File: src/sv/kcst_pkg.sv
`timescale 1ns / 1ps
// ----------------------------------------------------------------------------
// kcst_pkg
// Shared types and constants of the keyed context slot table: field widths,
// default sizes, command and status codes.
// ----------------------------------------------------------------------------
package kcst_pkg;

  // default table size and counter width
  localparam int SlotsDef      = 16;
  localparam int CountWidthDef = 32;

  // fixed command, key and result field widths
  localparam int CmdW   = 3;
  localparam int KeyW   = 32;
  localparam int StatW  = 2;
  localparam int IdxOutW = 4;
  localparam int OccOutW = 5;
  localparam int CntOutW = 32;

  // command codes
  typedef enum logic [CmdW-1:0] {
    CMD_REGISTER   = 3'd0,
    CMD_UNREGISTER = 3'd1,
    CMD_LOOKUP     = 3'd2,
    CMD_INC_BUFFER = 3'd3,
    CMD_INC_SPACE  = 3'd4,
    CMD_INC_QUEUE  = 3'd5,
    CMD_INC_FENCE  = 3'd6
  } cmd_t;

  // result status codes
  typedef enum logic [StatW-1:0] {
    ST_OK          = 2'd0,
    ST_INVALID_KEY = 2'd1,
    ST_TABLE_FULL  = 2'd2,
    ST_NOT_FOUND   = 2'd3
  } status_t;

endpackage

File: src/sv/keyed_context_slot_table_top.sv
`timescale 1ns / 1ps
// ----------------------------------------------------------------------------
// keyed_context_slot_table_top
// Associative slot table: register takes the lowest free slot, the other
// commands act on the lowest valid slot whose owner key matches.
//
//   channel | direction | handshake            | payload
//   --------+-----------+----------------------+---------------------------------
//   in      | in        | in_valid / in_ready  | command, owner_key
//   out     | out       | out_valid / out_ready| status, slot_index,
//           |           |                      | occupied_count, four counters
//
// One item is taken every cycle while the result register can move; its
// result passes through the input stage, then the result register.
// The key compare, the two priority encoders and one counter increment sit
// between the input stage and the result register; the table is updated on
// the same edge, so the next item always sees the new state.
// Reset clears the valid bits, the occupancy count and the two handshake
// valid flags only; no sweep. A stalled result holds the input stage, which
// takes a new item only once the result register can move.
// ----------------------------------------------------------------------------
module keyed_context_slot_table_top
  import kcst_pkg::*;
#(
  parameter int SLOTS       = SlotsDef,
  parameter int COUNT_WIDTH = CountWidthDef
) (
  input  logic                clk,
  input  logic                rst,
  input  logic                in_valid,
  output logic                in_ready,
  input  logic [CmdW-1:0]     command,
  input  logic signed [KeyW-1:0] owner_key,
  output logic                out_valid,
  input  logic                out_ready,
  output logic [StatW-1:0]    status,
  output logic [IdxOutW-1:0]  slot_index,
  output logic [OccOutW-1:0]  occupied_count,
  output logic [CntOutW-1:0]  buffer_count,
  output logic [CntOutW-1:0]  space_count,
  output logic [CntOutW-1:0]  queue_total,
  output logic [CntOutW-1:0]  fence_total
);

  localparam int IW = (SLOTS > 1) ? $clog2(SLOTS) : 1;
  localparam int OW = $clog2(SLOTS + 1);
  localparam int CW = COUNT_WIDTH;

  // input stage
  logic            stage_valid;
  logic [CmdW-1:0] cmd_q;
  logic [KeyW-1:0] key_q;

  // slot table
  logic [SLOTS-1:0] slot_valid;
  logic [KeyW-1:0]  slot_key     [SLOTS];
  logic [CW-1:0]    slot_buffers [SLOTS];
  logic [CW-1:0]    slot_spaces  [SLOTS];
  logic [CW-1:0]    slot_queues  [SLOTS];
  logic [CW-1:0]    slot_fences  [SLOTS];
  logic [OW-1:0]    occupied;
  logic [OW-1:0]    occupied_next;

  // handshake
  logic advance;
  logic fire;

  assign advance  = !out_valid || out_ready;
  assign in_ready = !stage_valid || advance;
  assign fire     = stage_valid && advance;

  // input stage register
  always_ff @(posedge clk) begin
    if (rst) begin
      stage_valid <= 1'b0;
    end else if (in_valid && in_ready) begin
      stage_valid <= 1'b1;
    end else if (advance) begin
      stage_valid <= 1'b0;
    end
  end

  always_ff @(posedge clk) begin
    if (in_valid && in_ready) begin
      cmd_q <= command;
      key_q <= owner_key;
    end
  end

  // lowest matching valid slot and lowest free slot
  logic          hit_found;
  logic [IW-1:0] hit_idx;
  logic          free_found;
  logic [IW-1:0] free_idx;

  always_comb begin
    hit_found  = 1'b0;
    hit_idx    = '0;
    free_found = 1'b0;
    free_idx   = '0;
    for (int i = SLOTS - 1; i >= 0; i--) begin
      if (slot_valid[i] && (slot_key[i] == key_q)) begin
        hit_found = 1'b1;
        hit_idx   = IW'(i);
      end
      if (!slot_valid[i]) begin
        free_found = 1'b1;
        free_idx   = IW'(i);
      end
    end
  end

  // counters of the matched slot
  logic [CW-1:0] sel_buf;
  logic [CW-1:0] sel_spc;
  logic [CW-1:0] sel_que;
  logic [CW-1:0] sel_fen;

  assign sel_buf = slot_buffers[hit_idx];
  assign sel_spc = slot_spaces[hit_idx];
  assign sel_que = slot_queues[hit_idx];
  assign sel_fen = slot_fences[hit_idx];

  // command decode and table update
  status_t       res_status;
  logic [IW-1:0] res_idx;
  logic [CW-1:0] res_buf;
  logic [CW-1:0] res_spc;
  logic [CW-1:0] res_que;
  logic [CW-1:0] res_fen;
  logic          wr_cnt;
  logic          set_valid;
  logic          clr_valid;
  logic [IW-1:0] wr_idx;

  always_comb begin
    res_status    = ST_OK;
    res_idx       = '0;
    res_buf       = '0;
    res_spc       = '0;
    res_que       = '0;
    res_fen       = '0;
    wr_cnt        = 1'b0;
    set_valid     = 1'b0;
    clr_valid     = 1'b0;
    wr_idx        = hit_idx;
    occupied_next = occupied;
    unique case (cmd_q)
      CMD_REGISTER: begin
        if (key_q[KeyW-1] || (key_q == '0)) begin
          res_status = ST_INVALID_KEY;
        end else if (!free_found) begin
          res_status = ST_TABLE_FULL;
        end else begin
          res_idx       = free_idx;
          wr_idx        = free_idx;
          wr_cnt        = 1'b1;
          set_valid     = 1'b1;
          occupied_next = occupied + OW'(1);
        end
      end
      CMD_UNREGISTER: begin
        if (!hit_found) begin
          res_status = ST_NOT_FOUND;
        end else begin
          res_idx       = hit_idx;
          clr_valid     = 1'b1;
          occupied_next = occupied - OW'(1);
        end
      end
      CMD_LOOKUP, CMD_INC_BUFFER, CMD_INC_SPACE, CMD_INC_QUEUE, CMD_INC_FENCE: begin
        if (!hit_found) begin
          res_status = ST_NOT_FOUND;
        end else begin
          res_idx = hit_idx;
          res_buf = sel_buf + ((cmd_q == CMD_INC_BUFFER) ? CW'(1) : CW'(0));
          res_spc = sel_spc + ((cmd_q == CMD_INC_SPACE)  ? CW'(1) : CW'(0));
          res_que = sel_que + ((cmd_q == CMD_INC_QUEUE)  ? CW'(1) : CW'(0));
          res_fen = sel_fen + ((cmd_q == CMD_INC_FENCE)  ? CW'(1) : CW'(0));
          wr_cnt  = (cmd_q != CMD_LOOKUP);
        end
      end
      default: begin
        res_status = ST_NOT_FOUND;
      end
    endcase
  end

  // slot valid bits and occupancy
  always_ff @(posedge clk) begin
    if (rst) begin
      slot_valid <= '0;
      occupied   <= '0;
    end else if (fire) begin
      occupied <= occupied_next;
      if (set_valid) begin
        slot_valid[wr_idx] <= 1'b1;
      end else if (clr_valid) begin
        slot_valid[wr_idx] <= 1'b0;
      end
    end
  end

  // slot keys and counters; the old contents of a free slot are never used
  always_ff @(posedge clk) begin
    if (fire) begin
      if (set_valid) begin
        slot_key[wr_idx] <= key_q;
      end
      if (wr_cnt) begin
        slot_buffers[wr_idx] <= res_buf;
        slot_spaces[wr_idx]  <= res_spc;
        slot_queues[wr_idx]  <= res_que;
        slot_fences[wr_idx]  <= res_fen;
      end
    end
  end

  // result fields sized to the port widths
  logic [IW+IdxOutW-1:0]  idx_ext;
  logic [OW+OccOutW-1:0]  occ_ext;
  logic [CW+CntOutW-1:0]  buf_ext;
  logic [CW+CntOutW-1:0]  spc_ext;
  logic [CW+CntOutW-1:0]  que_ext;
  logic [CW+CntOutW-1:0]  fen_ext;

  assign idx_ext = {{IdxOutW{1'b0}}, res_idx};
  assign occ_ext = {{OccOutW{1'b0}}, occupied_next};
  assign buf_ext = {{CntOutW{1'b0}}, res_buf};
  assign spc_ext = {{CntOutW{1'b0}}, res_spc};
  assign que_ext = {{CntOutW{1'b0}}, res_que};
  assign fen_ext = {{CntOutW{1'b0}}, res_fen};

  // result register
  always_ff @(posedge clk) begin
    if (rst) begin
      out_valid <= 1'b0;
    end else if (fire) begin
      out_valid <= 1'b1;
    end else if (out_ready) begin
      out_valid <= 1'b0;
    end
  end

  always_ff @(posedge clk) begin
    if (fire) begin
      status         <= res_status;
      slot_index     <= idx_ext[IdxOutW-1:0];
      occupied_count <= occ_ext[OccOutW-1:0];
      buffer_count   <= buf_ext[CntOutW-1:0];
      space_count    <= spc_ext[CntOutW-1:0];
      queue_total    <= que_ext[CntOutW-1:0];
      fence_total    <= fen_ext[CntOutW-1:0];
    end
  end

endmodule
File: config.mk
export PLATFORM = sky130hd
export DESIGN_NAME = keyed_context_slot_table_top
export DESIGN_NICKNAME = d
export VERILOG_FILES = /design/src/sv/kcst_pkg.sv /design/src/sv/keyed_context_slot_table_top.sv
export SDC_FILE = /design/constraint.sdc
export NUM_CORES = 2
export LEC_CHECK = 0
export BUFFER_PORTS_ARGS = -buffer_cell sky130_fd_sc_hd__buf_2
export CAP_MARGIN = 10
export CELL_PAD_IN_SITES_DETAIL_PLACEMENT = 0
export CELL_PAD_IN_SITES_GLOBAL_PLACEMENT = 2
export CORE_MARGIN = 4
export CORE_UTILIZATION = 40
export CTS_BUF_LIST = sky130_fd_sc_hd__clkbuf_8
export DETAILED_ROUTE_END_ITERATION = 12
export GPL_TIMING_DRIVEN = 1
export MAX_ROUTING_LAYER = met4
export PLACE_DENSITY = 0.81
export SETUP_SLACK_MARGIN = 0.15
export SLEW_MARGIN = 30
export SYNTH_ARGS = -nofsm -noshare
export SYNTH_HDL_FRONTEND = slang
export SYNTH_SLANG_ARGS = --single-unit
File: constraint.sdc
create_clock -name clk -period 13.7 [get_ports clk]
set_input_delay 1.37 -clock clk [delete_from_list [all_inputs] [get_ports clk]]
set_output_delay 1.37 -clock clk [all_outputs]
set_load 0.02 [all_outputs]
==> results_dict.tcl <==
set metrics [dict create \
    status "completed" \
    power.density_nw_per_um2 124 \
    synthArstFlopShare 0 \
    final_net_count 7957 \
    timing.hold.ws_ps 453 \
    syn_inst 7492 \
    antenna_left 0 \
    dpl.hpwl_um 174000 \
    maxSlewHeadroom 0.311 \
    drt-initial-drc-count 7003 \
    num-fill-cells 25300 \
    synth-edff-count 2734 \
    die_y_um 545 \
    period_share 0.691 \
    syn_area_um2 115000 \
    yosysSeqAreaShare 0.717 \
    setup-violations-final 0 \
    arrival_ps 10150 \
    numPortBuffers 179 \
    io_pins 180 \
    hold_path.class "in2reg" \
    synth_area_leader_cell "edfxtp_1" \
    ir_drop_v 0.0000817 \
    cts_resized 0 \
    ys_dominant_reg_cell "edfxtp_1" \
    r2r_slack_ps 4240 \
    post-cts-setup-buffer-count 0 \
    fmax_mhz 106 \
    cp_data_required_time_ps 14390 \
    p_sw_w 0.00349 \
    yosysWarnings 0 \
    drtPass1Iterations 8 \
    startpoint_type "flip-flop" \
    synth_nets 7541 \
    vias 66800 \
    synth_top_cells_by_count "2,734 x edfxtp_1, 860 x nand2_1, 778 x mux2i_1" \
    clk_pin_slew_ps 60 \
    grt_overflow 0 \
    grt_max_degree 144 \
    clock_sinks 2757 \
    root_buffer "clkbuf_8" \
    routed_wl_um 321000 \
    finalPower_w 0.0160 \
    finalCriticalPeriod_ps 9460 \
    leakage_nw 39.1 \
    clockBufferDepth 4 \
    fin_tns_setup_ps 0 \
    cts.hold.buffers_added 0 \
    clock_latency_ps 1100 \
    synth.ff_latch_count 2757 \
    grt_pass1_vias 66800 \
    grt_util_all_layers 0.218 \
    utilization 0.450 \
    final_layout_size_suffix_gt1_frac 0.154 \
    combinationalPowerShare 0.018 \
    numCtsBuffers 442 \
    synth_cell_type_count 98 \
    dieArea_um2 297000 \
    area_growth_pct 11.7 \
    pwr-share-seq 0.577 \
    critPathMaxFanout 81 \
    clkPwrFrac 0.406 \
    report.final.slew_viol_count 0 \
    drc 0 \
    grt_first_pass_wirelength_um 464000 \
    yosys-top-cells-area "edfxtp_1 71%, mux2i_1 6.8%, xor2_1 3.6%" \
    cp-end-kind "flip-flop" \
    die_w_um 545 \
    core-area_um2 286000 \
    post-synth-top-area-fraction 0.713 \
    yosysMostFrequentCell "edfxtp_1" \
    cts_max_level 5 \
    antenna_found_initial 10 \
    worst_slew_pin_slew_ps 1030 \
    skew_ps 121 \
    row_count 196 \
    hold_violations 0 \
    wl_per_cell_um 26.7 \
    start_util 0.403 \
    rsz0062_at_grt "no" \
    sw_frac_of_total 0.219 \
    gp_congestion 0.858 \
    power.internal_w 0.0125 \
    avgViaCountPerCell 5.55 \
    maxCapViolCount 0 \
    synth.avg_cell_area_um2 15.4 \
    cts_tree "yes" \
    crit_type "reg2reg" \
]
## stage by stage
step,area (um^2),setup WS (ps),std cells
3_5_place_dp,120000,4240,11200
4_1_cts,128000,4110,12000
6_report,129000,4240,12000
3_3_place_gp,120000,4350,11200
5_1_grt,129000,3920,12000
2_1_floorplan,115000,-371,7492
## critical path: stages, from the launching register on
cell	delay [ps]
edfxtp_1	860
buf_4	430
xor2_1	140
nor4_1	320
nand3_1	120
nor4_1	520
o211ai_1	220
a2111oi_2	910
or2_4	460
buf_4	640
buf_12	400
buf_16	440
mux2i_1	150
mux2i_1	170
mux2i_1	140
mux2_2	360
nor4_4	780
nand4_2	290
nor4_4	620
nand3_1	190
a21oi_2	610
## power by group through the flow
stage | clock network (W) | logic (W) | registers [W]
finish | 0.00648 | 0.000285 | 0.00921
global route | 0.00705 | 0.000304 | 0.00920
CTS | 0.00662 | 0.000287 | 0.00921
detailed placement | 0 | 0.000286 | 0.00939
global placement | 0 | 0.000285 | 0.00939
floorplan | 0 | 0.000140 | 0.00940
## per-layer routing
| layer | global-route usage | up-vias | share of wire |
|---|---|---|---|
| met4 | 0.0609 | 0 | 0.028 |
| met5 | - | - | 0 |
| met2 | 0.339 | 2758 | 0.47 |
| met1 | 0.298 | 34100 | 0.43 |
| li1 | - | 29400 | - |
| met3 | 0.0338 | 565 | 0.072 |
## cell families (layout without fill, tap and decap cells)
logic type	Yosys count	in the layout	share of synthesized area
buf+inv	433	1207	0.0236
xor+xnor	614	614	0.0468
fa+ha+maj	10	10	0.00109
mux	947	947	0.0843
flops	2757	2757	0.717
compound gates	558	558	0.0324
other cells	0	6	0
simple gates	2173	2173	0.0950
## sequential cells by signal, summed over array words and instances (netlist names), named ones only
register        flops
buffer_count       32
cmd_q               3
fence_total        32
key_q              32
occupied            5
occupied_count      5
out_valid           1
queue_total        32
slot_buffers      512
slot_fences       512
slot_index          4
slot_key          512
slot_queues       512
slot_spaces       512
space_count        32
stage_valid         1
status              2
## path summary, 6_finish.rpt
path	from	endpoint	cells past startpoint
worst min register to register	occupied[4]	occupied[4]	2
worst max-delay path	key_q[14]	slot_buffers[14][30]	20
worst min-delay path	owner_key[29]	key_q[29]	1
worst max register to register	key_q[14]	slot_buffers[14][30]	20
## layout by cell type (no fill, tap or decap), types with 16 or more instances in the layout
cell type  instances
clkinv_2          41
clkbuf_8         452
a21boi_0          63
xor2_1           475
clkinv_1         127
nand4b_1          19
inv_1            188
xnor2_1          138
edfxtp_1        2734
nand4_1           81
nor4_1           195
a21oi_1           52
nor2_2            87
buf_4            154
dfxtp_1           23
nor3_2            19
a211oi_1         105
nand3_1          351
nor2_1           111
or3_1             41
nor3b_1           71
mux2_2           162
nand2_1          856
nor4b_1           17
and3_1            79
mux2i_1          778
o22ai_1          108
buf_12            16
buf_2            179
o21ai_0          109
nor3_1            64
nand2b_1          34
o211ai_1          25
## area by class of cell
cell class                      count  area (um^2)  area share
Clock buffer                      452         6220      0.0484
Sequential cell                  2757        82600       0.642
Antenna cell                        6         15.0    0.000117
Inverter                           41          161     0.00126
Timing Repair Buffer              364         2660      0.0206
Tap cell                         3762         4710      0.0366
Clock inverter                    350         1740      0.0135
Multi-Input combinational cell   4302        30500       0.237
(Power assumes the default switching activity.)
